**src/hdl/slu_pkg.sv**
```systemverilog
// Shared types and character constants for the string literal unescape block.
`default_nettype none
package slu_pkg;

	localparam logic [7:0] CHR_BSLASH = 8'h5C;
	localparam logic [7:0] CHR_QUOTE  = 8'h22;
	localparam logic [7:0] CHR_APOS   = 8'h27;
	localparam logic [7:0] CHR_QMARK  = 8'h3F;
	localparam logic [7:0] CHR_A      = 8'h61;
	localparam logic [7:0] CHR_B      = 8'h62;
	localparam logic [7:0] CHR_F      = 8'h66;
	localparam logic [7:0] CHR_N      = 8'h6E;
	localparam logic [7:0] CHR_R      = 8'h72;
	localparam logic [7:0] CHR_T      = 8'h74;
	localparam logic [7:0] CHR_V      = 8'h76;
	localparam logic [7:0] CHR_X      = 8'h78;
	localparam logic [7:0] CHR_0      = 8'h30;
	localparam logic [7:0] CHR_3      = 8'h33;
	localparam logic [7:0] CHR_7      = 8'h37;
	localparam logic [7:0] CHR_9      = 8'h39;
	localparam logic [7:0] CHR_LC_A   = 8'h61;
	localparam logic [7:0] CHR_LC_F   = 8'h66;
	localparam logic [7:0] CHR_UC_A   = 8'h41;
	localparam logic [7:0] CHR_UC_F   = 8'h46;

	localparam logic [7:0] CTL_BEL = 8'h07;
	localparam logic [7:0] CTL_BS  = 8'h08;
	localparam logic [7:0] CTL_FF  = 8'h0C;
	localparam logic [7:0] CTL_LF  = 8'h0A;
	localparam logic [7:0] CTL_CR  = 8'h0D;
	localparam logic [7:0] CTL_HT  = 8'h09;
	localparam logic [7:0] CTL_VT  = 8'h0B;

	// positions after the lead character of a numeric escape
	localparam logic [1:0] SPAN_TAIL = 2'd2;

	typedef struct packed {
		logic [7:0] data;
		logic       last;
		logic       simple_hit;
		logic [7:0] simple_char;
		logic       backslash;
		logic       oct_start;
		logic       hex_start;
		logic       oct_digit;
		logic       hex_digit;
		logic [3:0] digit;
	} byte_class_t;

	typedef struct packed {
		logic       char_valid;
		logic [7:0] out_char;
		logic       end_of_literal;
	} result_t;

endpackage
`default_nettype wire

```
**src/hdl/string_literal_unescape_top.sv**
```systemverilog
// Top level of the string literal unescape block.
//
// Bytes of one quoted literal token go in on the push/full channel, one word
// per byte, with last_byte set on the closing quote. Every byte gives exactly
// one result word on the empty/pop channel: char_valid with out_char when a
// character is decoded, end_of_literal on the word caused by the closing byte.
// The opening and closing quotes give no character; escapes are decoded.
//
// Throughput: one byte per cycle in both directions while the receiver pops.
// A pushed byte is classified into a two-word queue, then decoded into a
// two-word result queue once that has room, and from there shows on the
// result ports (empty low).
// When the receiver stalls, the result queue fills, the decoder holds, and
// the byte queue fills; full rises once both are full. Nothing is dropped.
// Reset empties both queues and returns the decoder to wait for an opening
// quote.
`default_nettype none
module string_literal_unescape_top (
	input  wire logic       clk,
	input  wire logic       arst_n,
	input  wire logic       push,
	output logic            full,
	input  wire logic [7:0] data_byte,
	input  wire logic       last_byte,
	input  wire logic       pop,
	output logic            empty,
	output logic            char_valid,
	output logic [7:0]      out_char,
	output logic            end_of_literal
);
	import slu_pkg::*;

	byte_class_t cls_in;
	byte_class_t cls_out;
	logic        cls_empty;
	logic        cls_pop;
	result_t     res;

	slu_front u_front (
		.data_byte (data_byte),
		.last_byte (last_byte),
		.cls       (cls_in)
	);

	slu_queue u_queue (
		.clk     (clk),
		.arst_n  (arst_n),
		.push    (push),
		.wr_word (cls_in),
		.full    (full),
		.pop     (cls_pop),
		.rd_word (cls_out),
		.empty   (cls_empty)
	);

	slu_back u_back (
		.clk       (clk),
		.arst_n    (arst_n),
		.cls       (cls_out),
		.cls_empty (cls_empty),
		.cls_pop   (cls_pop),
		.pop       (pop),
		.empty     (empty),
		.res       (res)
	);

	assign char_valid     = res.char_valid;
	assign out_char       = res.out_char;
	assign end_of_literal = res.end_of_literal;

endmodule
`default_nettype wire

```
**src/hdl/slu_front.sv**
```systemverilog
// Front end: classifies each raw byte for the decoder.
`default_nettype none
module slu_front (
	input  wire logic [7:0]          data_byte,
	input  wire logic                last_byte,
	output slu_pkg::byte_class_t     cls
);
	import slu_pkg::*;

	always_comb begin
		cls = '0;
		cls.data = data_byte;
		cls.last = last_byte;
		cls.simple_hit = 1'b1;
		case (data_byte)
			CHR_APOS:   cls.simple_char = CHR_APOS;
			CHR_QUOTE:  cls.simple_char = CHR_QUOTE;
			CHR_QMARK:  cls.simple_char = CHR_QMARK;
			CHR_BSLASH: cls.simple_char = CHR_BSLASH;
			CHR_A:      cls.simple_char = CTL_BEL;
			CHR_B:      cls.simple_char = CTL_BS;
			CHR_F:      cls.simple_char = CTL_FF;
			CHR_N:      cls.simple_char = CTL_LF;
			CHR_R:      cls.simple_char = CTL_CR;
			CHR_T:      cls.simple_char = CTL_HT;
			CHR_V:      cls.simple_char = CTL_VT;
			default: begin
				cls.simple_hit  = 1'b0;
				cls.simple_char = 8'h00;
			end
		endcase
		cls.backslash = (data_byte == CHR_BSLASH);
		cls.hex_start = (data_byte == CHR_X);
		cls.oct_start = (data_byte inside {[CHR_0:CHR_3]});
		cls.oct_digit = (data_byte inside {[CHR_0:CHR_7]});
		if (data_byte inside {[CHR_0:CHR_9]}) begin
			cls.hex_digit = 1'b1;
			cls.digit     = data_byte[3:0];
		end else if (data_byte inside {[CHR_LC_A:CHR_LC_F], [CHR_UC_A:CHR_UC_F]}) begin
			// letters: low nibble 1..6 maps to 10..15
			cls.hex_digit = 1'b1;
			cls.digit     = data_byte[3:0] + 4'd9;
		end else begin
			cls.hex_digit = 1'b0;
			cls.digit     = 4'd0;
		end
	end

endmodule
`default_nettype wire

```
**src/hdl/slu_queue.sv**
```systemverilog
// Two-entry queue of classified bytes between front and back.
`default_nettype none
module slu_queue (
	input  wire logic                 clk,
	input  wire logic                 arst_n,
	input  wire logic                 push,
	input  wire slu_pkg::byte_class_t wr_word,
	output logic                      full,
	input  wire logic                 pop,
	output slu_pkg::byte_class_t      rd_word,
	output logic                      empty
);
	import slu_pkg::*;

	byte_class_t mem_q [2];
	logic        wr_ptr_q;
	logic        rd_ptr_q;
	logic [1:0]  count_q;
	logic        do_push;
	logic        do_pop;

	assign full    = (count_q == 2'd2);
	assign empty   = (count_q == 2'd0);
	assign do_push = push && !full;
	assign do_pop  = pop && !empty;
	assign rd_word = mem_q[rd_ptr_q];

	always_ff @(posedge clk) begin
		if (do_push) begin
			mem_q[wr_ptr_q] <= wr_word;
		end
	end

	always_ff @(posedge clk or negedge arst_n) begin
		if (!arst_n) begin
			wr_ptr_q <= 1'b0;
			rd_ptr_q <= 1'b0;
			count_q  <= 2'd0;
		end else begin
			if (do_push) begin
				wr_ptr_q <= !wr_ptr_q;
			end
			if (do_pop) begin
				rd_ptr_q <= !rd_ptr_q;
			end
			count_q <= count_q + {1'b0, do_push} - {1'b0, do_pop};
		end
	end

endmodule
`default_nettype wire

```
**src/hdl/slu_back.sv**
```systemverilog
// Back end: escape state machine and two-entry result queue.
`default_nettype none
module slu_back (
	input  wire logic                 clk,
	input  wire logic                 arst_n,
	input  wire slu_pkg::byte_class_t cls,
	input  wire logic                 cls_empty,
	output logic                      cls_pop,
	input  wire logic                 pop,
	output logic                      empty,
	output slu_pkg::result_t          res
);
	import slu_pkg::*;

	typedef enum logic [2:0] {
		MODE_OPEN  = 3'd0,
		MODE_PLAIN = 3'd1,
		MODE_ESC   = 3'd2,
		MODE_OCT   = 3'd3,
		MODE_HEX   = 3'd4
	} mode_t;

	mode_t      mode_q, mode_d;
	logic [1:0] left_q, left_d, left_dec;
	logic [7:0] value_q, value_d;
	logic       stop_q, stop_d;
	result_t    res_d;

	result_t    out_mem_q [2];
	logic       out_wr_q;
	logic       out_rd_q;
	logic [1:0] out_cnt_q;
	logic       out_full;
	logic       take;
	logic       give;
	logic       is_digit;
	logic [7:0] grown;

	assign out_full = (out_cnt_q == 2'd2);
	assign empty    = (out_cnt_q == 2'd0);
	assign take     = !cls_empty && !out_full;
	assign give     = pop && !empty;
	assign cls_pop  = take;
	assign res      = out_mem_q[out_rd_q];
	assign left_dec = left_q - 2'd1;

	always_comb begin
		is_digit = (mode_q == MODE_OCT) ? cls.oct_digit : cls.hex_digit;
		grown    = (mode_q == MODE_OCT) ? {value_q[4:0], cls.digit[2:0]}
		                                : {value_q[3:0], cls.digit};
		mode_d  = mode_q;
		left_d  = left_q;
		value_d = value_q;
		stop_d  = stop_q;
		res_d   = '0;
		res_d.end_of_literal = cls.last;
		if (cls.last) begin
			if (mode_q == MODE_OCT || mode_q == MODE_HEX) begin
				res_d.char_valid = 1'b1;
				res_d.out_char   = value_q;
			end
			mode_d  = MODE_OPEN;
			left_d  = 2'd0;
			value_d = 8'd0;
			stop_d  = 1'b0;
		end else begin
			case (mode_q)
				MODE_OPEN: begin
					mode_d = MODE_PLAIN;
				end
				MODE_ESC: begin
					if (cls.simple_hit) begin
						res_d.char_valid = 1'b1;
						res_d.out_char   = cls.simple_char;
						mode_d           = MODE_PLAIN;
					end else if (cls.oct_start) begin
						value_d = {6'd0, cls.digit[1:0]};
						left_d  = SPAN_TAIL;
						stop_d  = 1'b0;
						mode_d  = MODE_OCT;
					end else if (cls.hex_start) begin
						value_d = 8'd0;
						left_d  = SPAN_TAIL;
						stop_d  = 1'b0;
						mode_d  = MODE_HEX;
					end else begin
						// unknown escape: drop the backslash, keep the byte
						res_d.char_valid = 1'b1;
						res_d.out_char   = cls.data;
						mode_d           = MODE_PLAIN;
					end
				end
				MODE_OCT, MODE_HEX: begin
					if (!stop_q && is_digit) begin
						value_d = grown;
					end else begin
						stop_d = 1'b1;
					end
					left_d = left_dec;
					if (left_dec == 2'd0) begin
						res_d.char_valid = 1'b1;
						res_d.out_char   = (!stop_q && is_digit) ? grown : value_q;
						mode_d           = MODE_PLAIN;
						value_d          = 8'd0;
						stop_d           = 1'b0;
					end
				end
				default: begin
					if (cls.backslash) begin
						mode_d = MODE_ESC;
					end else begin
						res_d.char_valid = 1'b1;
						res_d.out_char   = cls.data;
						mode_d           = MODE_PLAIN;
					end
				end
			endcase
		end
	end

	always_ff @(posedge clk) begin
		if (take) begin
			out_mem_q[out_wr_q] <= res_d;
		end
	end

	always_ff @(posedge clk or negedge arst_n) begin
		if (!arst_n) begin
			mode_q    <= MODE_OPEN;
			left_q    <= 2'd0;
			value_q   <= 8'd0;
			stop_q    <= 1'b0;
			out_wr_q  <= 1'b0;
			out_rd_q  <= 1'b0;
			out_cnt_q <= 2'd0;
		end else begin
			if (take) begin
				mode_q   <= mode_d;
				left_q   <= left_d;
				value_q  <= value_d;
				stop_q   <= stop_d;
				out_wr_q <= !out_wr_q;
			end
			if (give) begin
				out_rd_q <= !out_rd_q;
			end
			out_cnt_q <= out_cnt_q + {1'b0, take} - {1'b0, give};
		end
	end

endmodule
`default_nettype wire

```
**config.mk**
```make
export PLATFORM = sky130hd
export DESIGN_NAME = string_literal_unescape_top
export DESIGN_NICKNAME = d
export VERILOG_FILES = /design/src/hdl/slu_pkg.sv /design/src/hdl/string_literal_unescape_top.sv /design/src/hdl/slu_front.sv /design/src/hdl/slu_queue.sv /design/src/hdl/slu_back.sv
export SDC_FILE = /design/constraint.sdc
export NUM_CORES = 1
export LEC_CHECK = 0
export ABC_AREA = 1
export ABC_CLOCK_PERIOD_IN_PS = 6300
export BUFFER_PORTS_ARGS = -buffer_cell sky130_fd_sc_hd__buf_2
export CAP_MARGIN = 40
export CORE_ASPECT_RATIO = 0.5
export CORE_MARGIN = 3
export CORE_UTILIZATION = 40
export DETAILED_ROUTE_END_ITERATION = 6
export GPL_TIMING_DRIVEN = 0
export PLACE_DENSITY = 0.67
export SYNTH_ARGS = -nofsm -noshare
export SYNTH_HDL_FRONTEND = slang
export SYNTH_HIERARCHICAL = 1
export SYNTH_SLANG_ARGS = --single-unit
```
**constraint.sdc**
```tcl
create_clock -name clk -period 6.3 [get_ports clk]
set_input_delay 0.945 -clock clk [delete_from_list [all_inputs] [get_ports clk]]
set_output_delay 0.945 -clock clk [all_outputs]
set_load 0.005 [all_outputs]
```
# Yosys cells after proc, flatten, opt, wreduce, memory -nomap -nowiden
# Memories as Yosys holds them, arrays and structs flattened.
# Index checks and enable logic that the tools add are counted.
[word_totals]
ram_bits = 72
word_cells = 122
ff_bits = 22
memories = 2
input_bits = 13
[mem_list]
columns = ["name", "depth", "width", "rd", "rd_clocked_by_memory_dff", "write_ports", "line", "rtl"]
rows = [
  ["u_queue.mem_q", 2, 26, 1, 0, 1, "slu_queue.sv:15", "byte_class_t mem_q [2];"],
  ["u_back.out_mem_q", 2, 10, 1, 0, 1, "slu_back.sv:29", "result_t out_mem_q [2];"],
]
[op_classes]
mux = 44
order_cmp = 8
addsub = 6
n_reduce_logical = 31
eq_ne = 21
[op_table]
columns = ["op", "n"]
rows = [
  ["7-bit case mux with 11 select lines", 1],
  ["8-bit by 7-bit equality test with 1-bit output, second input constant", 9],
  ["9-bit two-way mux", 7],
  ["8-bit two-way mux", 7],
  ["9-bit case mux with 3 select lines", 1],
  ["8-bit by 6-bit equality test with 1-bit output, second input constant", 3],
  ["8-bit by 6-bit less-or-equal comparator with 1-bit output, second input constant", 3],
  ["8-bit by 7-bit greater-or-equal comparator with 1-bit output, second input constant", 2],
  ["8-bit by 7-bit less-or-equal comparator with 1-bit output, second input constant", 2],
  ["8-bit case mux with 2 select lines", 1],
  ["3-bit two-way mux", 5],
  ["1-bit two-way mux", 12],
  ["11-bit OR reduction", 1],
  ["1-bit logical AND", 10],
  ["2-bit two-way mux", 5],
  ["5-bit two-way mux", 2],
  ["1-bit zero test", 9],
  ["3-bit case mux with 3 select lines", 1],
  ["8-bit by 6-bit greater-or-equal comparator with 1-bit output, second input constant", 1],
  ["4-bit != test, second input constant", 2],
  ["3-bit by 2-bit equality test with 1-bit output, second input constant", 2],
  ["2-bit zero test", 3],
  ["5-bit AND reduction", 1],
  ["2-bit by 1-bit adder with 2-bit output", 2],
  ["16 further kinds", 18],
]

# Longest topological paths before layout
[depth]
word_depth = 7
depth_mapped = 13
depth_no_buf = 12

# Cells and area by module
# Netlist, hierarchy kept.
[modules_own_cells]
columns = ["mod", "area_per_inst_um2", "n_inst", "cells_each"]
rows = [
  ["slu_back", 2293.4, 1, 298],
  ["slu_queue", 2215.9, 1, 174],
  ["slu_front", 605.6, 1, 110],
]

# Worst setup path after synthesis
# OpenSTA, ideal clock, no wires.
[synth_timing]
kind = "input to register"
from = "input push"
to = "memory u_queue/mem_q[1][0] (netlist name), enable pin"
setup_slack_ns = 3.713
n_path_buf = 0
cell_stages = 2
arrival_ns = 2.176
setup_ns = 0.411
path_cell_list = "nand2_1 nor2_1"
[synth_via]
elab_chain_cells = 3
[synth_rtl]
columns = ["element", "line", "rtl"]
rows = [
  ["from (decl)", "string_literal_unescape_top.sv:21", "input wire logic push,"],
  ["1-bit logical AND", "slu_queue.sv:24", "assign do_push = push && !full;"],
  ["1-bit two-way mux", "slu_queue.sv:29", "if (do_push) begin"],
  ["1-bit two-way mux (not written as such)", "slu_queue.sv:30", "mem_q[wr_ptr_q] <= wr_word;"],
  ["to (decl)", "slu_queue.sv:15", ""],
]
# No other way between the ends.

# Worst setup path in the final report
[layout_timing]
from = "register u_back.out_rd_q"
to = "output out_char[3]"
[layout_via]
elab_chain_cells = 1
[layout_rtl]
columns = ["element", "line", "rtl"]
rows = [
  ["from (decl)", "slu_back.sv:31", "logic out_rd_q;"],
  ["from (signal assigned)", "slu_back.sv:145", "out_rd_q <= !out_rd_q;"],
  ["memory 2 x 10 bit", "--", ""],
  ["to (decl)", "string_literal_unescape_top.sv:28", "output logic [7:0] out_char,"],
]
# No other way between the ends.

==> results.toml <==
[run_status]
status = "finished clean"

[floorplan]
initial_core_util_pct = 42.1
die_w_um = 166
die_y_um = 86.0
core_um2 = 12200
die_area_um2 = 14300
ios = 25
rows = 28

[clock_tree]
numCtsBuffers = 9
root_buffer = "clkbuf_16"
clk-insertion-delay-late_ns = 0.34
clk_path_buf_depth = 2
path_clk_slew_ns = 0.07
cts_resized = 0
cts.sinks = 96
post_cts_buffers = 0
tritoncts = "built"
hold_buffers = 0
h-tree-depth = 3

[synth]
yosys.area.top_type_share_pct = 43.4
synth_cells = 582
yosysTopAreaCell = "edfxtp_1"
ys_seq_area_share_pct = 54.2
synth_cell_types = 39
yosys-top-cells-area = "edfxtp_1, nand2_1, dfrtp_1"
synth.ff_latch_count = 96
syn-cell-area_um2 = 5110
yosysWarnings = 6
avgSynthCellArea_um2 = 8.79
synth_nets = 604

[placement]
dpl.hpwl_mm = 7.73
placed_area_um2 = 5490
io_buffer_count = 23
finalWeightedCongestion = 0.864
placed_cells = 773

[worst_setup_path]
critPathMaxFanout = 10
crit_buf_inv = 3
r2r_slack_ns = 3.96
end_kind = "output pin"
slowest_delay_ns = 0.38
timing.rr.start = "u_queue/rd_ptr_q"
worst-r2r-cell-count = 13
cp-start-kind = "register"
critPathKind = "register to output pin"
reg2reg_to = "u_back/out_mem_q[1][8]"
crit_chain = "inv_1 -> clkbuf_1 -> nand2_1 -> nand2_1 -> buf_2"
crit_path_top_delay_cell = "dfrtp_1"
crit_arrival_ns = 1.46
crit_top_cell = "nand2_1"
path_delay_family = "buffers and inverters"
cp.required_ns = 5.35

[sta]
fin_skew_ns = 0.00803
fmax_mhz = 416
worstMarginPinSlew_ns = 0.801
slew_viol_final = 0
rsz0062_at_grt = "false"
finalSetupViolCount = 0
finalSetupTns_ns = 0
hold_viol = 0
maxSlewHeadroom_pct = 46.4
fin_crit_sh_pct = 38.1
fin_crit_ns = 2.40

[drt]
dr_total_vias = 3686
first_pass_iters = 5
routedWlPerCell_um = 12.9
drc_errors = 0
via_per_inst = 4.67
routed_wl_mm = 10.2
ant_nets = 0
first_iter_violations = 267

[hold_path]
hold-path-endpoint = "u_queue/wr_ptr_q"
worst_hold_startpoint = "u_queue/wr_ptr_q"
hold_path_class = "register to register"
hold_path_depth = 2

[final_layout]
layout.cells.non_filler = 789
final_area_um2 = 5760
utilization_pct = 47.4
drive_above_1_share_pct = 16.5
nets = 641
final_common_cell = "nand2_1"
diodes = 0
fillers = 1143
areaGrowthSynthToFinish_pct = 12.7
layout_common_cells = "nand2_1, edfxtp_1, inv_1"

[grt]
overflow = 0
grt_antenna_before_repair = 0
grt_pass1_vias = 3509
grt_pass1_wl_mm = 17.5
grt_max_degree = 23
grtUsageTotal_pct = 15.3

[pwr]
p_leak_nw = 2.72
pwr_density_cell_nw_per_um2 = 485
worst_ir_drop_vdd_mv = 0.173

[run]
maxCapViolCount = 0
[stage by stage]
step | power (mW) | hold WS (ns) | setup WS, ns
2_1_floorplan | 1.94 | 0.442 | 3.71
6_report | 2.79 | 0.483 | 3.90
3_5_place_dp | 2.31 | 0.467 | 3.91
3_3_place_gp | 2.26 | 0.453 | 2.96
5_1_grt | 3.05 | 0.516 | 3.67
4_1_cts | 2.81 | 0.484 | 3.85
[cells in the mapped netlist]
library cell,number
inv_4,1
o21bai_4,1
nand2_2,8
o211ai_1,8
inv_2,3
buf_4,10
nand4_1,1
o21ai_1,5
nor2_4,2
nor2_2,9
nand2_1,231
dfrtp_1,22
and2_1,1
ha_1,9
nor3_1,2
inv_1,57
clkbuf_2,1
o22ai_1,3
edfxtp_1,74
a21oi_4,1
mux2i_1,1
clkinv_1,3
o21ai_0,5
nor4_1,2
nand3_2,5
xor2_1,1
nor2_1,30
buf_6,7
conb_1,1
buf_2,1
and2_0,5
or2_2,9
nor3_4,1
nand2_4,2
a21oi_1,5
nand3_1,48
xnor2_1,3
clkbuf_1,2
a21oi_2,2
[sequential cells by signal (all words and copies together), names as in the netlist, 2 cells and up]
name,cells
u_queue/mem_q,54
u_back/left_q,2
u_back/mode_q,3
u_back/out_mem_q,20
u_back/value_q,8
u_queue/count_q,2
u_back/out_cnt_q,2
[area by class of cell]
class	count	area, um2	area share [%]
Inverter	64	243	4.21
Sequential cell	96	2770	48.1
Clock inverter	6	45.0	0.782
Timing Repair Buffer	26	165	2.87
Buffer	21	171	2.97
Multi-Input combinational cell	401	1930	33.5
Tap cell	165	206	3.58
Clock buffer	10	229	3.97
[report_power, final]
group	switching, mW	leakage [nW]	internal (mW)
sequential	0.0784	0.986	0.951
combinational	0.832	1.60	0.434
clock	0.230	0.134	0.270
[kinds of logic after synthesis]
kind of cell	after synthesis	share of synthesized area (%)
simple gates	356	30.5
flops	96	54.2
buf+inv	85	8.10
compound gates	30	4.04
fa+ha+maj	9	2.20
xor+xnor	4	0.685
other cells	1	0.0733
mux	1	0.196
[layer usage]
layer / vias to the layer above / share of wire (%) / track usage (%)
li1: 1943 / - / -
met1: 1659 / 52 / 21.6
met2: 74 / 43 / 23.6
met3: 10 / 4.8 / 3.68
met4: 0 / 1.1 / 4.60
met5: - / 0 / 0
[worst max path at each step]
stage | start | to | slack (ns) | cells past startpoint
after floorplan | push | u_queue/mem_q[1][0] | 3.71 | 2
after CTS | u_back/out_rd_q | out_char[2] | 3.85 | 5
after global placement | push | u_queue/mem_q[1][19] | 2.96 | 3
final | u_back/out_rd_q | out_char[3] | 3.90 | 5
after detailed placement | u_queue/count_q[1] | u_back/out_mem_q[0][8] | 3.91 | 6
after global routing | u_queue/count_q[1] | u_back/out_mem_q[0][8] | 3.67 | 6
[tightest hold or removal path, stage by stage (launching register included)]
cell     delay, ns
dfrtp_1       0.35
nand2_1       0.05
nand2_1       0.05
Note: power is estimated with default switching activity, not from simulation.
